<file path="config.mk">
export PLATFORM = sky130hd
export DESIGN_NAME = heart_rate_fitness_tracker_unit
export DESIGN_NICKNAME = d
export VERILOG_FILES = /design/src/rtl/hrft_pkg.sv /design/src/rtl/hrft_div.sv /design/src/rtl/hrft_mul.sv /design/src/rtl/heart_rate_fitness_tracker_unit.sv
export SDC_FILE = /design/constraint.sdc
export NUM_CORES = 2
export LEC_CHECK = 0
export BUFFER_PORTS_ARGS = -buffer_cell sky130_fd_sc_hd__buf_2
export CAP_MARGIN = 5
export CORE_UTILIZATION = 40
export DETAILED_ROUTE_END_ITERATION = 16
export PLACE_DENSITY = 0.52
export REMOVE_ABC_BUFFERS = 1
export SLEW_MARGIN = 10
export SYNTH_ARGS = -nofsm -noshare
export SYNTH_HDL_FRONTEND = slang
export SYNTH_SLANG_ARGS = --single-unit
</file>
<file path="constraint.sdc">
create_clock -name clk -period 11.2 [get_ports clk]
set_input_delay 1.12 -clock clk [delete_from_list [all_inputs] [get_ports clk]]
set_output_delay 1.12 -clock clk [all_outputs]
set_load 0.02 [all_outputs]
</file>
<file path="src/rtl/hrft_pkg.sv">
package hrft_pkg;

    localparam int KCAL_BITS = 32;
    localparam int KSUM_W    = KCAL_BITS + 2;

    localparam int DIVD_W    = 23;
    localparam int DIVS_W    = 8;
    localparam int QUO_W     = DIVD_W;
    localparam int DIV_STEPS = DIVD_W;
    localparam int DCNT_W    = $clog2(DIV_STEPS);

    localparam int MA_W = 28;
    localparam int MB_W = 17;
    localparam int MP_W = MA_W + MB_W;

    typedef enum logic [1:0] {
        CFG_AGE    = 2'd0,
        CFG_MALE   = 2'd1,
        CFG_WEIGHT = 2'd2
    } cfg_idx_t;

    localparam logic OP_SAMPLE   = 1'b0;
    localparam logic OP_INTERVAL = 1'b1;

    localparam logic [6:0]  AGE_RST    = 7'd30;
    localparam logic [7:0]  WEIGHT_RST = 8'd70;
    localparam logic [9:0]  REST_RST   = 10'd1000;
    localparam logic [2:0]  ZONE_RST   = 3'd1;

    localparam logic [11:0] HRMAX_X10  = 12'd2090;
    localparam logic [12:0] RECIP_10   = 13'd6554;

    localparam logic [15:0] PCT_60 = 16'd15360;
    localparam logic [15:0] PCT_70 = 16'd17920;
    localparam logic [15:0] PCT_80 = 16'd20480;
    localparam logic [15:0] PCT_90 = 16'd23040;

    localparam logic signed [MB_W-1:0] M_CA   = 17'sd9882;
    localparam logic signed [MB_W-1:0] M_CW16 = 17'sd49824;
    localparam logic signed [MB_W-1:0] M_CY16 = 17'sd50544;
    localparam logic signed [MA_W-1:0] M_K16  = -28'sd13808144;
    localparam logic signed [MB_W-1:0] F_CA   = 17'sd7005;
    localparam logic signed [MB_W-1:0] F_CW16 = -17'sd31648;
    localparam logic signed [MB_W-1:0] F_CY16 = 17'sd18544;
    localparam logic signed [MA_W-1:0] F_K16  = -28'sd5113104;

    localparam logic signed [MP_W-1:0] ROUND_HALF = 45'sd524288;

    typedef struct packed {
        logic              start;
        logic [DIVD_W-1:0] dividend;
        logic [DIVS_W-1:0] divisor;
    } div_req_t;

    typedef struct packed {
        logic             done;
        logic [QUO_W-1:0] quotient;
    } div_rsp_t;

endpackage

</file>
<file path="src/rtl/hrft_div.sv">
module hrft_div
    import hrft_pkg::*;
(
    input  logic     clk,
    input  logic     rst_n,
    input  div_req_t req,
    output div_rsp_t rsp
);

    logic              busy_reg, busy_next;
    logic              done_reg, done_next;
    logic [DCNT_W-1:0] cnt_reg, cnt_next;
    logic [DIVS_W-1:0] rem_reg, rem_next;
    logic [QUO_W-1:0]  quo_reg, quo_next;
    logic [DIVS_W-1:0] dsr_reg, dsr_next;
    logic [DIVS_W:0]   shifted;

    // restoring division, one quotient bit per cycle
    always_comb
    begin
        busy_next = busy_reg;
        done_next = 1'b0;
        cnt_next  = cnt_reg;
        rem_next  = rem_reg;
        quo_next  = quo_reg;
        dsr_next  = dsr_reg;
        shifted   = {rem_reg, quo_reg[QUO_W-1]};
        if (req.start)
        begin
            busy_next = 1'b1;
            cnt_next  = '0;
            rem_next  = '0;
            quo_next  = req.dividend;
            dsr_next  = req.divisor;
        end
        else if (busy_reg)
        begin
            if (shifted >= {1'b0, dsr_reg})
            begin
                rem_next = DIVS_W'(shifted - {1'b0, dsr_reg});
                quo_next = {quo_reg[QUO_W-2:0], 1'b1};
            end
            else
            begin
                rem_next = shifted[DIVS_W-1:0];
                quo_next = {quo_reg[QUO_W-2:0], 1'b0};
            end
            cnt_next = cnt_reg + 1'b1;
            if (cnt_reg == DCNT_W'(DIV_STEPS - 1))
            begin
                busy_next = 1'b0;
                done_next = 1'b1;
            end
        end
    end

    always_ff @(posedge clk or negedge rst_n)
    begin
        if (!rst_n)
        begin
            busy_reg <= 1'b0;
            done_reg <= 1'b0;
            cnt_reg  <= '0;
        end
        else
        begin
            busy_reg <= busy_next;
            done_reg <= done_next;
            cnt_reg  <= cnt_next;
        end
    end

    always_ff @(posedge clk)
    begin
        rem_reg <= rem_next;
        quo_reg <= quo_next;
        dsr_reg <= dsr_next;
    end

    assign rsp.done     = done_reg;
    assign rsp.quotient = quo_reg;

endmodule

</file>
<file path="src/rtl/hrft_mul.sv">
module hrft_mul
    import hrft_pkg::*;
(
    input  logic                   clk,
    input  logic                   en,
    input  logic signed [MA_W-1:0] a,
    input  logic signed [MB_W-1:0] b,
    output logic signed [MP_W-1:0] prod
);

    logic signed [MP_W-1:0] prod_reg;

    always_ff @(posedge clk)
    begin
        if (en)
        begin
            prod_reg <= MP_W'(a) * MP_W'(b);
        end
    end

    assign prod = prod_reg;

endmodule

</file>
<file path="src/rtl/heart_rate_fitness_tracker_unit.sv">
// channel | signals                                               | dir
// in      | in_valid in_ready op heart_rate avg_heart_rate duration_min | in
// out     | out_valid out_ready max_rate rest_rate percent_of_max zone total_kcal | out
// cfg     | cfg_valid cfg_ready cfg_index cfg_data                 | in
//
// Sample items pass from accept through the bit-serial percent divider to
// commit; interval items also take six steps through the shared multiplier
// for the energy term before they reach the commit state.
// in_ready is high only while no item is in progress; a waiting result
// holds in the output register and does not block the next accept, but a
// finished item waits at commit until the output register is free.
// Async active-low reset restores the register and statistic defaults.
module heart_rate_fitness_tracker_unit
    import hrft_pkg::*;
(
    input  logic               clk,
    input  logic               rst_n,
    input  logic               in_valid,
    output logic               in_ready,
    input  logic               op,
    input  logic [7:0]         heart_rate,
    input  logic [11:0]        avg_heart_rate,
    input  logic [15:0]        duration_min,
    output logic               out_valid,
    input  logic               out_ready,
    output logic [7:0]         max_rate,
    output logic [9:0]         rest_rate,
    output logic [15:0]        percent_of_max,
    output logic [2:0]         zone,
    output logic signed [31:0] total_kcal,
    input  logic               cfg_valid,
    output logic               cfg_ready,
    input  logic [1:0]         cfg_index,
    input  logic [7:0]         cfg_data
);

    typedef enum logic [3:0] {
        S_IDLE,
        S_DIV,
        S_M0,
        S_M1,
        S_M2,
        S_M3,
        S_M4,
        S_M5,
        S_COMMIT
    } state_t;

    state_t state_reg, state_next;

    logic [6:0]  age_reg, age_next;
    logic        male_reg, male_next;
    logic [7:0]  weight_reg, weight_next;

    logic [7:0]  peak_reg, peak_next;
    logic [9:0]  resting_reg, resting_next;
    logic [15:0] pct_reg, pct_next;
    logic [2:0]  zone_reg, zone_next;
    logic signed [KCAL_BITS-1:0] kcal_reg, kcal_next;

    logic        op_reg, op_next;
    logic [7:0]  hr_reg, hr_next;
    logic [11:0] avg_reg, avg_next;
    logic [15:0] dur_reg, dur_next;
    logic [15:0] newpct_reg, newpct_next;
    logic signed [MA_W-1:0]      acc_reg, acc_next;
    logic signed [KCAL_BITS-1:0] knew_reg, knew_next;

    logic        ovalid_reg, ovalid_next;
    logic [7:0]  omax_reg, omax_next;
    logic [9:0]  orest_reg, orest_next;
    logic [15:0] opct_reg, opct_next;
    logic [2:0]  ozone_reg, ozone_next;
    logic signed [KCAL_BITS-1:0] okcal_reg, okcal_next;

    div_req_t    dreq;
    div_rsp_t    drsp;

    logic                   mul_en;
    logic signed [MA_W-1:0] mul_a;
    logic signed [MB_W-1:0] mul_b;
    logic signed [MP_W-1:0] mul_p;

    logic [7:0]             hsel;
    logic [11:0]            hrmax_x10;
    logic [24:0]            hrmax_prod;
    logic [15:0]            quo_sat;
    logic signed [MP_W-1:0] rnd;
    logic signed [24:0]     inc;
    logic [KSUM_W-1:0]      ksum;
    logic [KSUM_W-KCAL_BITS:0] ktop;
    logic signed [63:0]     kcal_wide;

    hrft_div u_div (
        .clk   (clk),
        .rst_n (rst_n),
        .req   (dreq),
        .rsp   (drsp)
    );

    hrft_mul u_mul (
        .clk  (clk),
        .en   (mul_en),
        .a    (mul_a),
        .b    (mul_b),
        .prod (mul_p)
    );

    assign in_ready  = (state_reg == S_IDLE);
    assign cfg_ready = 1'b1;

    // predicted max = floor((2090 - 7*age) / 10) via reciprocal
    assign hsel       = op ? avg_heart_rate[11:4] : heart_rate;
    assign hrmax_x10  = HRMAX_X10 - 12'(7 * age_reg);
    assign hrmax_prod = 25'(hrmax_x10 * RECIP_10);

    assign dreq.start    = in_valid && in_ready;
    assign dreq.dividend = DIVD_W'({hsel, 14'b0}) + DIVD_W'({hsel, 13'b0})
                         + DIVD_W'({hsel, 10'b0});
    assign dreq.divisor  = hrmax_prod[23:16];

    assign quo_sat = (|drsp.quotient[QUO_W-1:16]) ? 16'hFFFF : drsp.quotient[15:0];

    assign rnd  = mul_p + ROUND_HALF;
    assign inc  = rnd[MP_W-1:20];
    assign ksum = KSUM_W'(kcal_reg) + KSUM_W'(inc);
    assign ktop = ksum[KSUM_W-1:KCAL_BITS-1];

    always_comb
    begin
        mul_en = 1'b1;
        mul_a  = '0;
        mul_b  = '0;
        unique case (state_reg)
            S_M0:
            begin
                mul_a = MA_W'(avg_reg);
                mul_b = male_reg ? M_CA : F_CA;
            end
            S_M1:
            begin
                mul_a = MA_W'(weight_reg);
                mul_b = male_reg ? M_CW16 : F_CW16;
            end
            S_M2:
            begin
                mul_a = MA_W'(age_reg);
                mul_b = male_reg ? M_CY16 : F_CY16;
            end
            S_M4:
            begin
                mul_a = acc_reg;
                mul_b = MB_W'(dur_reg);
            end
            default:
            begin
                mul_en = 1'b0;
            end
        endcase
    end

    always_comb
    begin
        state_next   = state_reg;
        age_next     = age_reg;
        male_next    = male_reg;
        weight_next  = weight_reg;
        peak_next    = peak_reg;
        resting_next = resting_reg;
        pct_next     = pct_reg;
        zone_next    = zone_reg;
        kcal_next    = kcal_reg;
        op_next      = op_reg;
        hr_next      = hr_reg;
        avg_next     = avg_reg;
        dur_next     = dur_reg;
        newpct_next  = newpct_reg;
        acc_next     = acc_reg;
        knew_next    = knew_reg;
        ovalid_next  = ovalid_reg;
        omax_next    = omax_reg;
        orest_next   = orest_reg;
        opct_next    = opct_reg;
        ozone_next   = ozone_reg;
        okcal_next   = okcal_reg;

        if (cfg_valid)
        begin
            unique case (cfg_index)
                CFG_AGE:    age_next    = cfg_data[6:0];
                CFG_MALE:   male_next   = cfg_data[0];
                CFG_WEIGHT: weight_next = cfg_data;
                default:    ;
            endcase
        end

        if (ovalid_reg && out_ready)
        begin
            ovalid_next = 1'b0;
        end

        unique case (state_reg)
            S_IDLE:
            begin
                if (in_valid)
                begin
                    op_next    = op;
                    hr_next    = heart_rate;
                    avg_next   = avg_heart_rate;
                    dur_next   = duration_min;
                    state_next = S_DIV;
                end
            end
            S_DIV:
            begin
                if (drsp.done)
                begin
                    newpct_next = quo_sat;
                    state_next  = (op_reg == OP_INTERVAL) ? S_M0 : S_COMMIT;
                end
            end
            S_M0:
            begin
                acc_next   = male_reg ? M_K16 : F_K16;
                state_next = S_M1;
            end
            S_M1:
            begin
                acc_next   = acc_reg + mul_p[MA_W-1:0];
                state_next = S_M2;
            end
            S_M2:
            begin
                acc_next   = acc_reg + mul_p[MA_W-1:0];
                state_next = S_M3;
            end
            S_M3:
            begin
                acc_next   = acc_reg + mul_p[MA_W-1:0];
                state_next = S_M4;
            end
            S_M4:
            begin
                state_next = S_M5;
            end
            S_M5:
            begin
                if ((&ktop) || !(|ktop))
                begin
                    knew_next = ksum[KCAL_BITS-1:0];
                end
                else if (ksum[KSUM_W-1])
                begin
                    knew_next = {1'b1, {(KCAL_BITS-1){1'b0}}};
                end
                else
                begin
                    knew_next = {1'b0, {(KCAL_BITS-1){1'b1}}};
                end
                state_next = S_COMMIT;
            end
            S_COMMIT:
            begin
                if (!ovalid_reg || out_ready)
                begin
                    pct_next  = newpct_reg;
                    opct_next = newpct_reg;
                    omax_next = peak_reg;
                    orest_next = resting_reg;
                    ozone_next = zone_reg;
                    okcal_next = kcal_reg;
                    if (op_reg == OP_SAMPLE)
                    begin
                        if (hr_reg > peak_reg)
                        begin
                            peak_next = hr_reg;
                            omax_next = hr_reg;
                        end
                        if ((hr_reg != 8'd0) && ({2'b0, hr_reg} < resting_reg))
                        begin
                            resting_next = {2'b0, hr_reg};
                            orest_next   = {2'b0, hr_reg};
                        end
                        if (newpct_reg < PCT_60)
                        begin
                            zone_next = 3'd1;
                        end
                        else if (newpct_reg < PCT_70)
                        begin
                            zone_next = 3'd2;
                        end
                        else if (newpct_reg < PCT_80)
                        begin
                            zone_next = 3'd3;
                        end
                        else if (newpct_reg < PCT_90)
                        begin
                            zone_next = 3'd4;
                        end
                        else
                        begin
                            zone_next = 3'd5;
                        end
                        ozone_next = zone_next;
                    end
                    else if (newpct_reg > PCT_60)
                    begin
                        kcal_next  = knew_reg;
                        okcal_next = knew_reg;
                    end
                    ovalid_next = 1'b1;
                    state_next  = S_IDLE;
                end
            end
            default:
            begin
                state_next = S_IDLE;
            end
        endcase
    end

    always_ff @(posedge clk or negedge rst_n)
    begin
        if (!rst_n)
        begin
            state_reg   <= S_IDLE;
            age_reg     <= AGE_RST;
            male_reg    <= 1'b1;
            weight_reg  <= WEIGHT_RST;
            peak_reg    <= '0;
            resting_reg <= REST_RST;
            pct_reg     <= '0;
            zone_reg    <= ZONE_RST;
            kcal_reg    <= '0;
            ovalid_reg  <= 1'b0;
        end
        else
        begin
            state_reg   <= state_next;
            age_reg     <= age_next;
            male_reg    <= male_next;
            weight_reg  <= weight_next;
            peak_reg    <= peak_next;
            resting_reg <= resting_next;
            pct_reg     <= pct_next;
            zone_reg    <= zone_next;
            kcal_reg    <= kcal_next;
            ovalid_reg  <= ovalid_next;
        end
    end

    always_ff @(posedge clk)
    begin
        op_reg     <= op_next;
        hr_reg     <= hr_next;
        avg_reg    <= avg_next;
        dur_reg    <= dur_next;
        newpct_reg <= newpct_next;
        acc_reg    <= acc_next;
        knew_reg   <= knew_next;
        omax_reg   <= omax_next;
        orest_reg  <= orest_next;
        opct_reg   <= opct_next;
        ozone_reg  <= ozone_next;
        okcal_reg  <= okcal_next;
    end

    assign kcal_wide = 64'(okcal_reg);

    assign out_valid      = ovalid_reg;
    assign max_rate       = omax_reg;
    assign rest_rate      = orest_reg;
    assign percent_of_max = opct_reg;
    assign zone           = ozone_reg;
    assign total_kcal     = kcal_wide[31:0];

endmodule

</file>
==> results_dict.tcl <==
set metrics [dict create \
    status "finished, final reports clean" \
    arrival_ps 9730 \
    largest_reg_flops 45 \
    drt_iter0_drc 1841 \
    portBuffers 122 \
    utilization_pct 44.2 \
    synthTopCellsByArea "fa_1 (28%), edfxtp_1 (21%), ha_1 (10%)" \
    busiest_layer "met2" \
    crit_top_cell "fa_1" \
    place.gp.congestion 0.913 \
    grt_use_met2_pct 35.9 \
    grt_use_met3_pct 2.94 \
    cp_slowest_cell "nor4_2" \
    core_um2 91800 \
    synth_edf_count 258 \
    ys_warn_count 0 \
    antenna_found_initial 1 \
    period_needed_ps 9400 \
    cp.required_ps 11530 \
    cts-buffers-inserted 43 \
    clk_pin_slew_ps 60 \
    die_area_um2 94000 \
    wl_per_cell_um 19.8 \
    cts_tree "yes" \
    ys_seq_area_share_pct 26.8 \
    yosys.area.top_type "fa_1" \
    io_pins 124 \
    ant_nets 0 \
    critPathMaxFanout 20 \
    nFillCells 8942 \
    worst_pin_slew_ps 1210 \
    drt_wl_total_um 100000 \
    path_cells "nand2_1 > nor4_2 > clkinv_1 > nor2_1 > fa_1 > fa_1 > fa_1 > fa_1 > fa_1 > inv_1 > fa_1 > inv_1 > ha_1 > and2_2 > and2_1 > a221oi_1 > o41ai_1 > a41oi_4 > o21ai_2 > a32oi_1 > a31o_1 > o21ai_2 > xnor2_1" \
    die_h_um 307 \
    fin_worst_skew_ps 34.5 \
    maxCapViolCount 0 \
    start_kind "flip-flop" \
    first_global_vias 26700 \
    grt_pass1_wl_um 157000 \
    fin_crit_sh_pct 83.9 \
    slew_headroom_pct 19.3 \
    syn_area_um2 37100 \
    slew_viol_final 0 \
    avgSynthCellArea_um2 10.0 \
    synth_top_cells_by_count "inv_1 (637), fa_1 (510), nand2_1 (491)" \
    initial_core_util_pct 40.4 \
    async_flop_share_pct 23.3 \
    ys.flop_type "edfxtp_1" \
    fin_tns_setup_ps 0 \
    ys_seq_elements 347 \
    drive_above_1_share_pct 10.8 \
    synth_most_common_cell "inv_1" \
    worst_skew_pair.late_latency_ps 610 \
    cts_resized 0 \
    finalHoldViolCount 0 \
    syn_inst 3709 \
    grt_use_met1_pct 30.1 \
    hp-class "flip-flop to flip-flop" \
    postCtsHoldBufs 0 \
    dp_hpwl_um 79600 \
    num_rows 111 \
    max_freq_mhz 106 \
    vias_per_cell 5.14 \
    dr.pass1.iters 6 \
    vias 26100 \
    overflow 0 \
    synth_cell_types 95 \
    end_kind "flip-flop" \
    fp.dieW_um 307 \
    synth_top_area_share_pct 27.5 \
    cts.path.max_buffers 3 \
    setup_viol 0 \
    critPathMaxStageDelay_ps 860 \
    cts_num_sinks 347 \
    cts_setup_buffers 0 \
    h-tree-depth 2 \
    grt_max_degree 62 \
    worstSetupPathType "flip-flop to flip-flop" \
    rsz0062_at_grt "no" \
    track_usage_pct 21.9 \
    drc 0 \
    area_growth_pct 9.30 \
    finalNetCount 4665 \
    cts_root_buf "clkbuf_16" \
]
[layout make-up]
cell class | instances | area, µm² | area share (%)
sequential | 347 | 9950 | 24.6
inverter | 641 | 2410 | 5.94
clock buffer | 48 | 1090 | 2.70
tap | 1243 | 1560 | 3.84
timing repair buffer | 163 | 921 | 2.27
antenna | 1 | 2.50 | 0.00617
multi-input combinational | 2600 | 24300 | 59.9
clock inverter | 31 | 312 | 0.768
[stage by stage]
step           cells  setup slack (ps)  hold WS [ps]  area (µm²)
6_report        5074              1800           454       40500
5_1_grt         5073              1150           461       40500
4_1_cts         5073              1760           453       40500
3_5_place_dp    4994              1790           441       39100
3_3_place_gp    4994              1900           440       39100
2_1_floorplan   3588              2160           427       36600
[final timing paths]
kind,from,cells past startpoint,to,slack [ps]
worst max-delay path,state_reg[1]$_DFFE_PN0P_,23,u_mul.prod[44]$_DFFE_PN_,1800
worst min-delay path,newpct_reg[0]$_SDFFCE_PP1P_,0,percent_of_max[0]$_DFFE_PP_,450
worst max register to register,state_reg[1]$_DFFE_PN0P_,23,u_mul.prod[44]$_DFFE_PN_,1800
worst min register to register,newpct_reg[0]$_SDFFCE_PP1P_,0,percent_of_max[0]$_DFFE_PP_,450
max in group asynchronous,rst_n,2,state_reg[3]$_DFFE_PN0P_,9470
min in group asynchronous,rst_n,1,kcal_reg[29]$_DFFE_PN0P_,490
[cells by family after synthesis]
| group | after synthesis | share of synthesized area, % |
|---|---|---|
| AND/OR/NAND/NOR | 1083 | 12.7 |
| adder cells (fa/ha/maj) | 826 | 38.2 |
| buffers and inverters | 762 | 7.89 |
| AO/OA/AOI/OAI | 469 | 8.69 |
| flip-flops | 347 | 26.8 |
| XOR/XNOR | 152 | 3.61 |
| multiplexers | 69 | 2.07 |
| other | 1 | 0.0101 |
[layer usage]
layer	part of all wire, %	up-vias
met5	0	-
met4	3.5	0
li1	-	12100
met2	47	656
met3	5.1	155
met1	45	13100
[layout by cell type, fill, tap and decap left out, drive strengths merged, types with 62 or more instances in the layout]
cell type,Yosys,routed
inv,639,646
fa,510,510
nand2,492,492
nor2,316,316
ha,307,307
edfxtp,258,258
buf,27,163
o21ai,132,132
a21oi,121,121
xnor2,103,103
dfrtp,66,66
a21o,65,65
mux2,62,62
[critical path: cells and delay by family, from the launching register on]
family,cells,cell delay [ps]
AOI/OAI and AO/OA,7,1770
xor gates and xnor gates,1,140
buffers and inverters,3,750
adders and majority gates,7,3440
DFF,1,800
and+or+nand+nor,5,2200
Power is left out: the tool's default activity adds up to more than one toggle a clock period on the data nets, which glitch-free logic cannot reach.
